[src/hw/rtl/dtdiff_pkg.sv]
`default_nettype none

package dtdiff_pkg;

   localparam int DAY_W   = 5;
   localparam int MONTH_W = 4;
   localparam int YEAR_W  = 14;
   localparam int DAYS_W  = 22;
   localparam int ERR_W   = 2;
   localparam int DNUM_W  = 23;
   localparam int ERA_W   = 6;
   localparam int YOE_W   = 9;
   localparam int DOY_W   = 9;
   localparam int DOE_W   = 18;
   localparam int Q25_W   = 10;

   localparam int PIPE_DEPTH = 4;

   localparam int unsigned MAX_YEAR_DEF = 9999;

   // x / 25 == (x * DIV25_MUL) >> DIV25_SHIFT for x < 43690
   localparam logic [14:0] DIV25_MUL   = 15'd20972;
   localparam int          DIV25_SHIFT = 19;

   localparam logic [DOE_W-1:0] DAYS_PER_ERA = 18'd146097;

   localparam logic [ERR_W-1:0] ERR_OK     = 2'd0;
   localparam logic [ERR_W-1:0] ERR_FIRST  = 2'd1;
   localparam logic [ERR_W-1:0] ERR_SECOND = 2'd2;
   localparam logic [ERR_W-1:0] ERR_ORDER  = 2'd3;

   typedef struct packed {
      logic [DNUM_W-1:0] day_num;
      logic              valid;
      logic              leap;
   } date_info_type;

   function automatic logic [DAY_W-1:0] month_len(input logic [MONTH_W-1:0] month,
                                                  input logic leap);
      logic [DAY_W-1:0] len;
      case (month) inside
         4'd1, 4'd3, 4'd5, 4'd7, 4'd8, 4'd10, 4'd12: len = 5'd31;
         4'd4, 4'd6, 4'd9, 4'd11:                    len = 5'd30;
         4'd2:                                       len = leap ? 5'd29 : 5'd28;
         default:                                    len = 5'd0;
      endcase
      return len;
   endfunction

   // days before shifted month (March = 0)
   function automatic logic [DOY_W-1:0] month_offset(input logic [MONTH_W-1:0] mp);
      logic [DOY_W-1:0] ofs;
      case (mp)
         4'd0:    ofs = 9'd0;
         4'd1:    ofs = 9'd31;
         4'd2:    ofs = 9'd61;
         4'd3:    ofs = 9'd92;
         4'd4:    ofs = 9'd122;
         4'd5:    ofs = 9'd153;
         4'd6:    ofs = 9'd184;
         4'd7:    ofs = 9'd214;
         4'd8:    ofs = 9'd245;
         4'd9:    ofs = 9'd275;
         4'd10:   ofs = 9'd306;
         4'd11:   ofs = 9'd337;
         default: ofs = 9'd0;
      endcase
      return ofs;
   endfunction

endpackage

`default_nettype wire

[src/hw/rtl/dtdiff_date_unit.sv]
`default_nettype none

module dtdiff_date_unit #(
   parameter int unsigned MAX_YEAR = dtdiff_pkg::MAX_YEAR_DEF
) (
   input  wire logic                         clock,
   input  wire logic [dtdiff_pkg::DAY_W-1:0]   day,
   input  wire logic [dtdiff_pkg::MONTH_W-1:0] month,
   input  wire logic [dtdiff_pkg::YEAR_W-1:0]  year,
   output dtdiff_pkg::date_info_type           info
);
   import dtdiff_pkg::*;

   localparam logic [YEAR_W-1:0] MAX_YEAR_V = YEAR_W'(MAX_YEAR);
   localparam int PROD_Y_W = YEAR_W + 15;
   localparam int PROD_E_W = YEAR_W - 4 + 15;

   // stage 1: year split, divide by 25
   logic [YEAR_W-1:0]   yy_in;
   logic [PROD_Y_W-1:0] prod_y;
   logic [PROD_E_W-1:0] prod_e;
   logic [MONTH_W-1:0]  mp_in;
   logic                mok_in, yok_in;

   logic [YEAR_W-1:0]  y_ff, yy_ff;
   logic [Q25_W-1:0]   q25_ff;
   logic [ERA_W-1:0]   era1_ff;
   logic [MONTH_W-1:0] mp_ff, m_ff;
   logic [DAY_W-1:0]   d_ff;
   logic               mok_ff, yok_ff;

   always_comb begin
      yy_in  = (month <= 4'd2) ? year - 14'd1 : year;
      prod_y = PROD_Y_W'(year) * PROD_Y_W'(DIV25_MUL);
      prod_e = PROD_E_W'(yy_in[YEAR_W-1:4]) * PROD_E_W'(DIV25_MUL);
      mp_in  = (month > 4'd2) ? month - 4'd3 : month + 4'd9;
      mok_in = (month >= 4'd1) && (month <= 4'd12);
      yok_in = (year != '0) && (year <= MAX_YEAR_V);
   end

   always_ff @(posedge clock) begin
      y_ff    <= year;
      yy_ff   <= yy_in;
      q25_ff  <= prod_y[DIV25_SHIFT +: Q25_W];
      era1_ff <= prod_e[DIV25_SHIFT +: ERA_W];
      mp_ff   <= mp_in;
      m_ff    <= month;
      d_ff    <= day;
      mok_ff  <= mok_in;
      yok_ff  <= yok_in;
   end

   // stage 2: leap rule, day check, year of era, day of year
   logic [14:0]        q25x25;
   logic [14:0]        era400;
   logic [14:0]        yoe_wide;
   logic               leap_in, valid2_in;
   logic [DAY_W-1:0]   len;
   logic [DOY_W-1:0]   doy_in;

   logic               valid2_ff, leap2_ff;
   logic [YOE_W-1:0]   yoe_ff;
   logic [DOY_W-1:0]   doy_ff;
   logic [ERA_W-1:0]   era2_ff;

   always_comb begin
      q25x25    = {q25_ff, 4'd0} + {1'b0, q25_ff, 3'd0} + {5'd0, q25_ff};
      leap_in   = (y_ff[1:0] == 2'd0) &&
                  ((y_ff[3:0] == 4'd0) || (q25x25 != {1'b0, y_ff}));
      len       = month_len(m_ff, leap_in);
      valid2_in = mok_ff && yok_ff && (d_ff != '0) && (d_ff <= len);
      era400    = {1'b0, era1_ff, 8'd0} + {2'b0, era1_ff, 7'd0} + {5'd0, era1_ff, 4'd0};
      yoe_wide  = {1'b0, yy_ff} - era400;
      doy_in    = month_offset(mp_ff) + DOY_W'(d_ff) - 9'd1;
   end

   always_ff @(posedge clock) begin
      valid2_ff <= valid2_in;
      leap2_ff  <= leap_in;
      yoe_ff    <= yoe_wide[YOE_W-1:0];
      doy_ff    <= doy_in;
      era2_ff   <= era1_ff;
   end

   // stage 3: day of era, era offset
   logic [1:0]          cent;
   logic [DOE_W-1:0]    doe_in;
   logic [DNUM_W-1:0]   era_days_in;

   logic [DOE_W-1:0]    doe_ff;
   logic [DNUM_W-1:0]   era_days_ff;
   logic                valid3_ff, leap3_ff;

   always_comb begin
      if (yoe_ff >= 9'd300) begin
         cent = 2'd3;
      end else if (yoe_ff >= 9'd200) begin
         cent = 2'd2;
      end else if (yoe_ff >= 9'd100) begin
         cent = 2'd1;
      end else begin
         cent = 2'd0;
      end
      doe_in = DOE_W'(yoe_ff) * 18'd365 + DOE_W'(yoe_ff[YOE_W-1:2])
               - DOE_W'(cent) + DOE_W'(doy_ff);
      era_days_in = DNUM_W'(era2_ff) * DNUM_W'(DAYS_PER_ERA);
   end

   always_ff @(posedge clock) begin
      doe_ff      <= doe_in;
      era_days_ff <= era_days_in;
      valid3_ff   <= valid2_ff;
      leap3_ff    <= leap2_ff;
   end

   // stage 4: day number
   date_info_type info_in, info_ff;

   always_comb begin
      info_in.day_num = era_days_ff + DNUM_W'(doe_ff);
      info_in.valid   = valid3_ff;
      info_in.leap    = leap3_ff;
   end

   always_ff @(posedge clock) begin
      info_ff <= info_in;
   end

   assign info = info_ff;

endmodule

`default_nettype wire

[src/hw/rtl/dtdiff_compare.sv]
`default_nettype none

module dtdiff_compare (
   input  wire logic                       clock,
   input  wire logic                       reset,
   input  wire logic                       in_valid,
   input  wire dtdiff_pkg::date_info_type  first,
   input  wire dtdiff_pkg::date_info_type  second,
   output logic                            out_valid,
   output logic [dtdiff_pkg::DAYS_W-1:0]   days_between,
   output logic [dtdiff_pkg::ERR_W-1:0]    error_code,
   output logic                            first_is_leap,
   output logic                            second_is_leap
);
   import dtdiff_pkg::*;

   logic [DNUM_W:0]     diff;
   logic [DAYS_W-1:0]   days_in;
   logic [ERR_W-1:0]    err_in;

   logic                valid_ff;
   logic [DAYS_W-1:0]   days_ff;
   logic [ERR_W-1:0]    err_ff;
   logic                leap1_ff, leap2_ff;

   always_comb begin
      diff    = {1'b0, second.day_num} - {1'b0, first.day_num};
      days_in = '0;
      if (!first.valid) begin
         err_in = ERR_FIRST;
      end else if (!second.valid) begin
         err_in = ERR_SECOND;
      end else if (diff[DNUM_W]) begin
         err_in = ERR_ORDER;
      end else begin
         err_in  = ERR_OK;
         days_in = (diff[DNUM_W-1:DAYS_W] != '0) ? '1 : diff[DAYS_W-1:0];
      end
   end

   always_ff @(posedge clock) begin
      if (reset) begin
         valid_ff <= 1'b0;
      end else begin
         valid_ff <= in_valid;
      end
   end

   always_ff @(posedge clock) begin
      days_ff  <= days_in;
      err_ff   <= err_in;
      leap1_ff <= first.leap;
      leap2_ff <= second.leap;
   end

   assign out_valid      = valid_ff;
   assign days_between   = days_ff;
   assign error_code     = err_ff;
   assign first_is_leap  = leap1_ff;
   assign second_is_leap = leap2_ff;

endmodule

`default_nettype wire

[src/hw/rtl/date_difference_in_days.sv]
// A request taken at a clock edge passes five register stages before its result
// is shown with rsp_valid high.
// Throughput: one request per cycle; busy is high only during reset.
// The receiver cannot stall: each result is shown for one cycle only.
// Reset (synchronous, active high) clears all in-flight requests.
`default_nettype none

module date_difference_in_days #(
   parameter int unsigned MAX_YEAR = dtdiff_pkg::MAX_YEAR_DEF
) (
   input  wire logic                           clock,
   input  wire logic                           reset,
   input  wire logic                           start,
   output logic                                busy,
   input  wire logic [dtdiff_pkg::DAY_W-1:0]   req_first_day,
   input  wire logic [dtdiff_pkg::MONTH_W-1:0] req_first_month,
   input  wire logic [dtdiff_pkg::YEAR_W-1:0]  req_first_year,
   input  wire logic [dtdiff_pkg::DAY_W-1:0]   req_second_day,
   input  wire logic [dtdiff_pkg::MONTH_W-1:0] req_second_month,
   input  wire logic [dtdiff_pkg::YEAR_W-1:0]  req_second_year,
   output logic                                rsp_valid,
   output logic [dtdiff_pkg::DAYS_W-1:0]       rsp_days_between,
   output logic [dtdiff_pkg::ERR_W-1:0]        rsp_error_code,
   output logic                                rsp_first_is_leap,
   output logic                                rsp_second_is_leap
);
   import dtdiff_pkg::*;

   logic [PIPE_DEPTH-1:0] stage_vld_ff, stage_vld_in;
   date_info_type         first_info, second_info;

   assign busy = reset;

   assign stage_vld_in = {stage_vld_ff[PIPE_DEPTH-2:0], start && !busy};

   always_ff @(posedge clock) begin
      if (reset) begin
         stage_vld_ff <= '0;
      end else begin
         stage_vld_ff <= stage_vld_in;
      end
   end

   dtdiff_date_unit #(
      .MAX_YEAR(MAX_YEAR)
   ) u_first (
      .clock (clock),
      .day   (req_first_day),
      .month (req_first_month),
      .year  (req_first_year),
      .info  (first_info)
   );

   dtdiff_date_unit #(
      .MAX_YEAR(MAX_YEAR)
   ) u_second (
      .clock (clock),
      .day   (req_second_day),
      .month (req_second_month),
      .year  (req_second_year),
      .info  (second_info)
   );

   dtdiff_compare u_compare (
      .clock          (clock),
      .reset          (reset),
      .in_valid       (stage_vld_ff[PIPE_DEPTH-1]),
      .first          (first_info),
      .second         (second_info),
      .out_valid      (rsp_valid),
      .days_between   (rsp_days_between),
      .error_code     (rsp_error_code),
      .first_is_leap  (rsp_first_is_leap),
      .second_is_leap (rsp_second_is_leap)
   );

endmodule

`default_nettype wire

[config.mk]
export PLATFORM = sky130hd
export DESIGN_NAME = date_difference_in_days
export DESIGN_NICKNAME = d
export VERILOG_FILES = /design/src/hw/rtl/dtdiff_pkg.sv /design/src/hw/rtl/dtdiff_date_unit.sv /design/src/hw/rtl/dtdiff_compare.sv /design/src/hw/rtl/date_difference_in_days.sv
export SDC_FILE = /design/constraint.sdc
export NUM_CORES = 2
export LEC_CHECK = 0
export ABC_AREA = 1
export BUFFER_PORTS_ARGS = -buffer_cell sky130_fd_sc_hd__buf_2
export CORE_ASPECT_RATIO = 1.4
export CORE_UTILIZATION = 35
export CTS_CLUSTER_SIZE = 30
export DETAILED_ROUTE_END_ITERATION = 8
export GPL_ROUTABILITY_DRIVEN = 0
export GPL_TIMING_DRIVEN = 0
export REMOVE_ABC_BUFFERS = 1
export SLEW_MARGIN = 5
export SYNTH_ARGS = -nofsm -noshare
export SYNTH_HDL_FRONTEND = slang
export SYNTH_SLANG_ARGS = --single-unit
export TNS_END_PERCENT = 10
[constraint.sdc]
create_clock -name clock -period 16.63 [get_ports clock]
set_clock_uncertainty 0.15 [all_clocks]
set_input_delay 4.1575 -clock clock [delete_from_list [all_inputs] [get_ports clock]]
set_output_delay 4.1575 -clock clock [all_outputs]
set_load 0.1 [all_outputs]
==> summary.md <==
| Metric | Value |
|---|---|
| RSZ-0062 raised after global routing | false |
| HP Class | flop to flop |
| Clk Tree Root Cell | clkbuf_16 |
| Crit Path Category | input port to flop |
| Nets@finish | 5402 |
| Synth async-reset ratio | 0% |
| Cells after Synth | 4157 |
| CP Launch Type | input port |
| Hold Fails Final Rpt | 0 |
| Initial antenna violation count | 8 |
| First-pass GRT wire length | 131.3 mm |
| Max_slew headroom | 41.06% |
| R2R Path Start | u_first.yoe_ff[4]$_DFF_P_ |
| Top cell type by total area after synthesis | ha_1 |
| Global route overflow | 0 |
| Clk_lat worst skew | 0.58 ns |
| Via count | 26020 |
| Final max-slew violation count | 0 |
| Most common cell after layout, fill and taps aside | inv_1 |
| Yosys warns | 0 |
| Clock sinks | 337 |
| Number of synthesized flops with an enable pin | 0 |
| TritonCTS Buffers | 41 |
| Area growth syn-to-layout | 9.540% |
| FF+latch count, synth | 337 |
| Clk slew on worst S/H paths | 0.06 ns |
| Pin count of the biggest net entering global routing | 23 |
| Core ar. | 101400 sq um |
| WP data arrival | 10.38 ns |
| Setup violators final | 0 |
| Hold-fix buffers at CTS | 0 |
| Sequential share of the synthesized area | 18.80% |
| Post_cts resized | 0 |
| Filler-free cell count of the finished design | 5636 |
| Status | completed |
| Aggregate global-route resource usage | 15.43% |
| CTS max path bufs | 3 |
| Maximum operating frequency | 99.39 MHz |
| Die width | 272.6 um |
| Hpwl dp | 67.69 mm |
| Syn_area_per_cell | 8.633 sq um |
| Die height | 380.9 um |
| Max Cap Viol | 0 |
| Initial core utilization | 35.41% |
| CP Capture Type | flop |
| Total routed wirelength | 77.55 mm |
| IO Count | 77 |
| Worst Path Required | 16.94 ns |
| Rows | 138 |
| Initial DRT Pass Iterations | 5 |
| Fin crit share | 60.50% |
| Critical path fanouts, max | 7 |
| Vias in the first global route | 27450 |
| CP Launch Point | req_second_year[2] |
| Yosys cell types | 58 |
| Hold Startpoint | u_second.yy_ff[1]$_DFF_P_ |
| Synth top area share | 25.77% |
| Most frequent cells in the layout | 952 x inv_1, 739 x ha_1, 560 x nand2_1 |
| Post-CTS setup buffers | 0 |
| Die Area | 103800 sq um |
| Dominant cells by area after synthesis | ha_1 26%, fa_1 19%, dfxtp_1 19% |
| DRC viols | 0 |
| ANT nets after route | 0 |
| Layout cells sized above 1 | 4.485% |
| CTS tree | built |
| Cells after DPL | 5558 |
| DR iter-0 viols | 822 |
| Setup TNS | 0 ns |
| Post-layout minimum cycle time | 10.06 ns |
| Htree depth | 2 |
| Synth Cell Area | 35890 sq um |
| Post-DR wirelength/cell | 13.76 um |
| Vias per inst | 4.617 |
| Pin slew with the least headroom to its limit | 0.8811 ns |
| I/O Buffers | 76 |
| Top_reg_cell synth | dfxtp_1 |
==> kinds of logic (layout without fill, tap and decap cells) <==
kind of cell             Yosys count  in the layout  synth area share [%]
AO/OA/AOI/OAI                    532            532                 8.459
XOR/XNOR                         231            231                 5.826
AND/OR/NAND/NOR                 1012           1012                 11.84
adder cells (fa/ha/maj)         1082           1082                 44.90
flip-flops                       337            337                 18.80
other                              0              3                     0
buffers and inverters            963           1109                 10.18
==> layer usage <==
metal  vias up  wire length (um)  GRT usage [%]
met4         6              3379          6.325
met5         -                34              0
met1     12070             32150          17.30
li1      13400                 -              -
met3       164              2071          1.752
met2       384             39920          29.06
==> flip-flops by register name, indices dropped and copies added (netlist names), 9 cells and up, named ones only <==
| register | cells |
|---|---|
| u_first.yoe_ff | 9 |
| u_second.q25_ff | 10 |
| u_first.doy_ff | 9 |
| u_second.yy_ff | 9 |
| u_second.y_ff | 14 |
| u_second.era_days_ff | 23 |
| u_second.doy_ff | 9 |
| u_first.y_ff | 14 |
| u_first.info | 25 |
| u_first.doe_ff | 18 |
| u_second.yoe_ff | 9 |
| u_second.doe_ff | 18 |
| u_compare.days_between | 22 |
| u_first.era_days_ff | 23 |
| u_first.q25_ff | 10 |
| u_first.yy_ff | 9 |
| u_second.info | 25 |
==> stage by stage <==
| step | instance area, sq um | hold slack, ns | utilization (%) | setup slack (ns) |
|---|---|---|---|---|
| 4_1_cts | 39300 | 0.1712 | 38.78 | 6.590 |
| 3_3_place_gp | 37880 | 0.1619 | 37.37 | 5.965 |
| 3_5_place_dp | 37880 | 0.1621 | 37.37 | 5.962 |
| 5_1_grt | 39310 | 0.1756 | 38.78 | 6.173 |
| 6_report | 39310 | 0.1714 | 38.78 | 6.568 |
| 2_1_floorplan | 35830 | 0.1596 | - | 7.117 |
==> synthesized netlist by cell type, types with 5 or more instances <==
| library cell | n |
|---|---|
| o21ai_0 | 136 |
| nor3_1 | 38 |
| nand2_2 | 7 |
| o21ai_2 | 5 |
| dfxtp_1 | 337 |
| a21boi_0 | 14 |
| or2_2 | 10 |
| nand3_1 | 126 |
| fa_1 | 343 |
| xor2_1 | 149 |
| nor4_1 | 11 |
| nand3b_1 | 5 |
| a211oi_1 | 8 |
| o31ai_1 | 5 |
| xnor2_1 | 77 |
| o21bai_1 | 21 |
| o21a_1 | 11 |
| a21oi_1 | 247 |
| a21o_1 | 26 |
| a31oi_1 | 15 |
| nor2_1 | 200 |
| o211ai_1 | 9 |
| inv_1 | 952 |
| inv_2 | 5 |
| nand2_1 | 560 |
| ha_1 | 739 |
| o21ai_1 | 9 |
| nand4_1 | 42 |
==> final timing paths <==
path | to | cells after the start | slack (ns)
max reg2reg | u_first.doe_ff[14]$_DFF_P_ | 24 | 11.35
max | u_second.era1_ff[2]$_DFF_P_ | 23 | 6.57
min reg2reg | u_second.yoe_ff[1]$_DFF_P_ | 0 | 0.17
min | u_second.yoe_ff[1]$_DFF_P_ | 0 | 0.17
==> cell type report <==
| cell class | instances | area (sq um) |
|---|---|---|
| repair buffers | 76 | 380.4 |
| clock buffers | 51 | 1145 |
| clock inverters | 24 | 277.8 |
| fillers | 10250 | 62050 |
| diodes | 3 | 7.507 |
| inverters | 958 | 3601 |
| multi-input cells | 2857 | 25490 |
| flip-flops and latches | 337 | 6746 |
| well taps | 1330 | 1664 |
==> worst max-delay path: stages <==
cell     delay (ns)
buf_2          0.19
inv_1          0.29
ha_1           0.20
inv_1          0.05
o21ai_0        0.43
nand2_1        0.10
nand4_1        0.14
xor2_1         0.72
inv_1          0.16
fa_1           0.63
fa_1           0.47
fa_1           0.52
fa_1           0.53
fa_1           0.51
inv_1          0.04
ha_1           0.31
a21oi_1        0.23
o21ai_0        0.11
a21oi_1        0.17
inv_1          0.06
a21oi_1        0.12
nand2_1        0.09
xor2_1         0.14
Power is not shown: default switching activity piles up to over one toggle a cycle in this logic, so the estimate is an artifact.
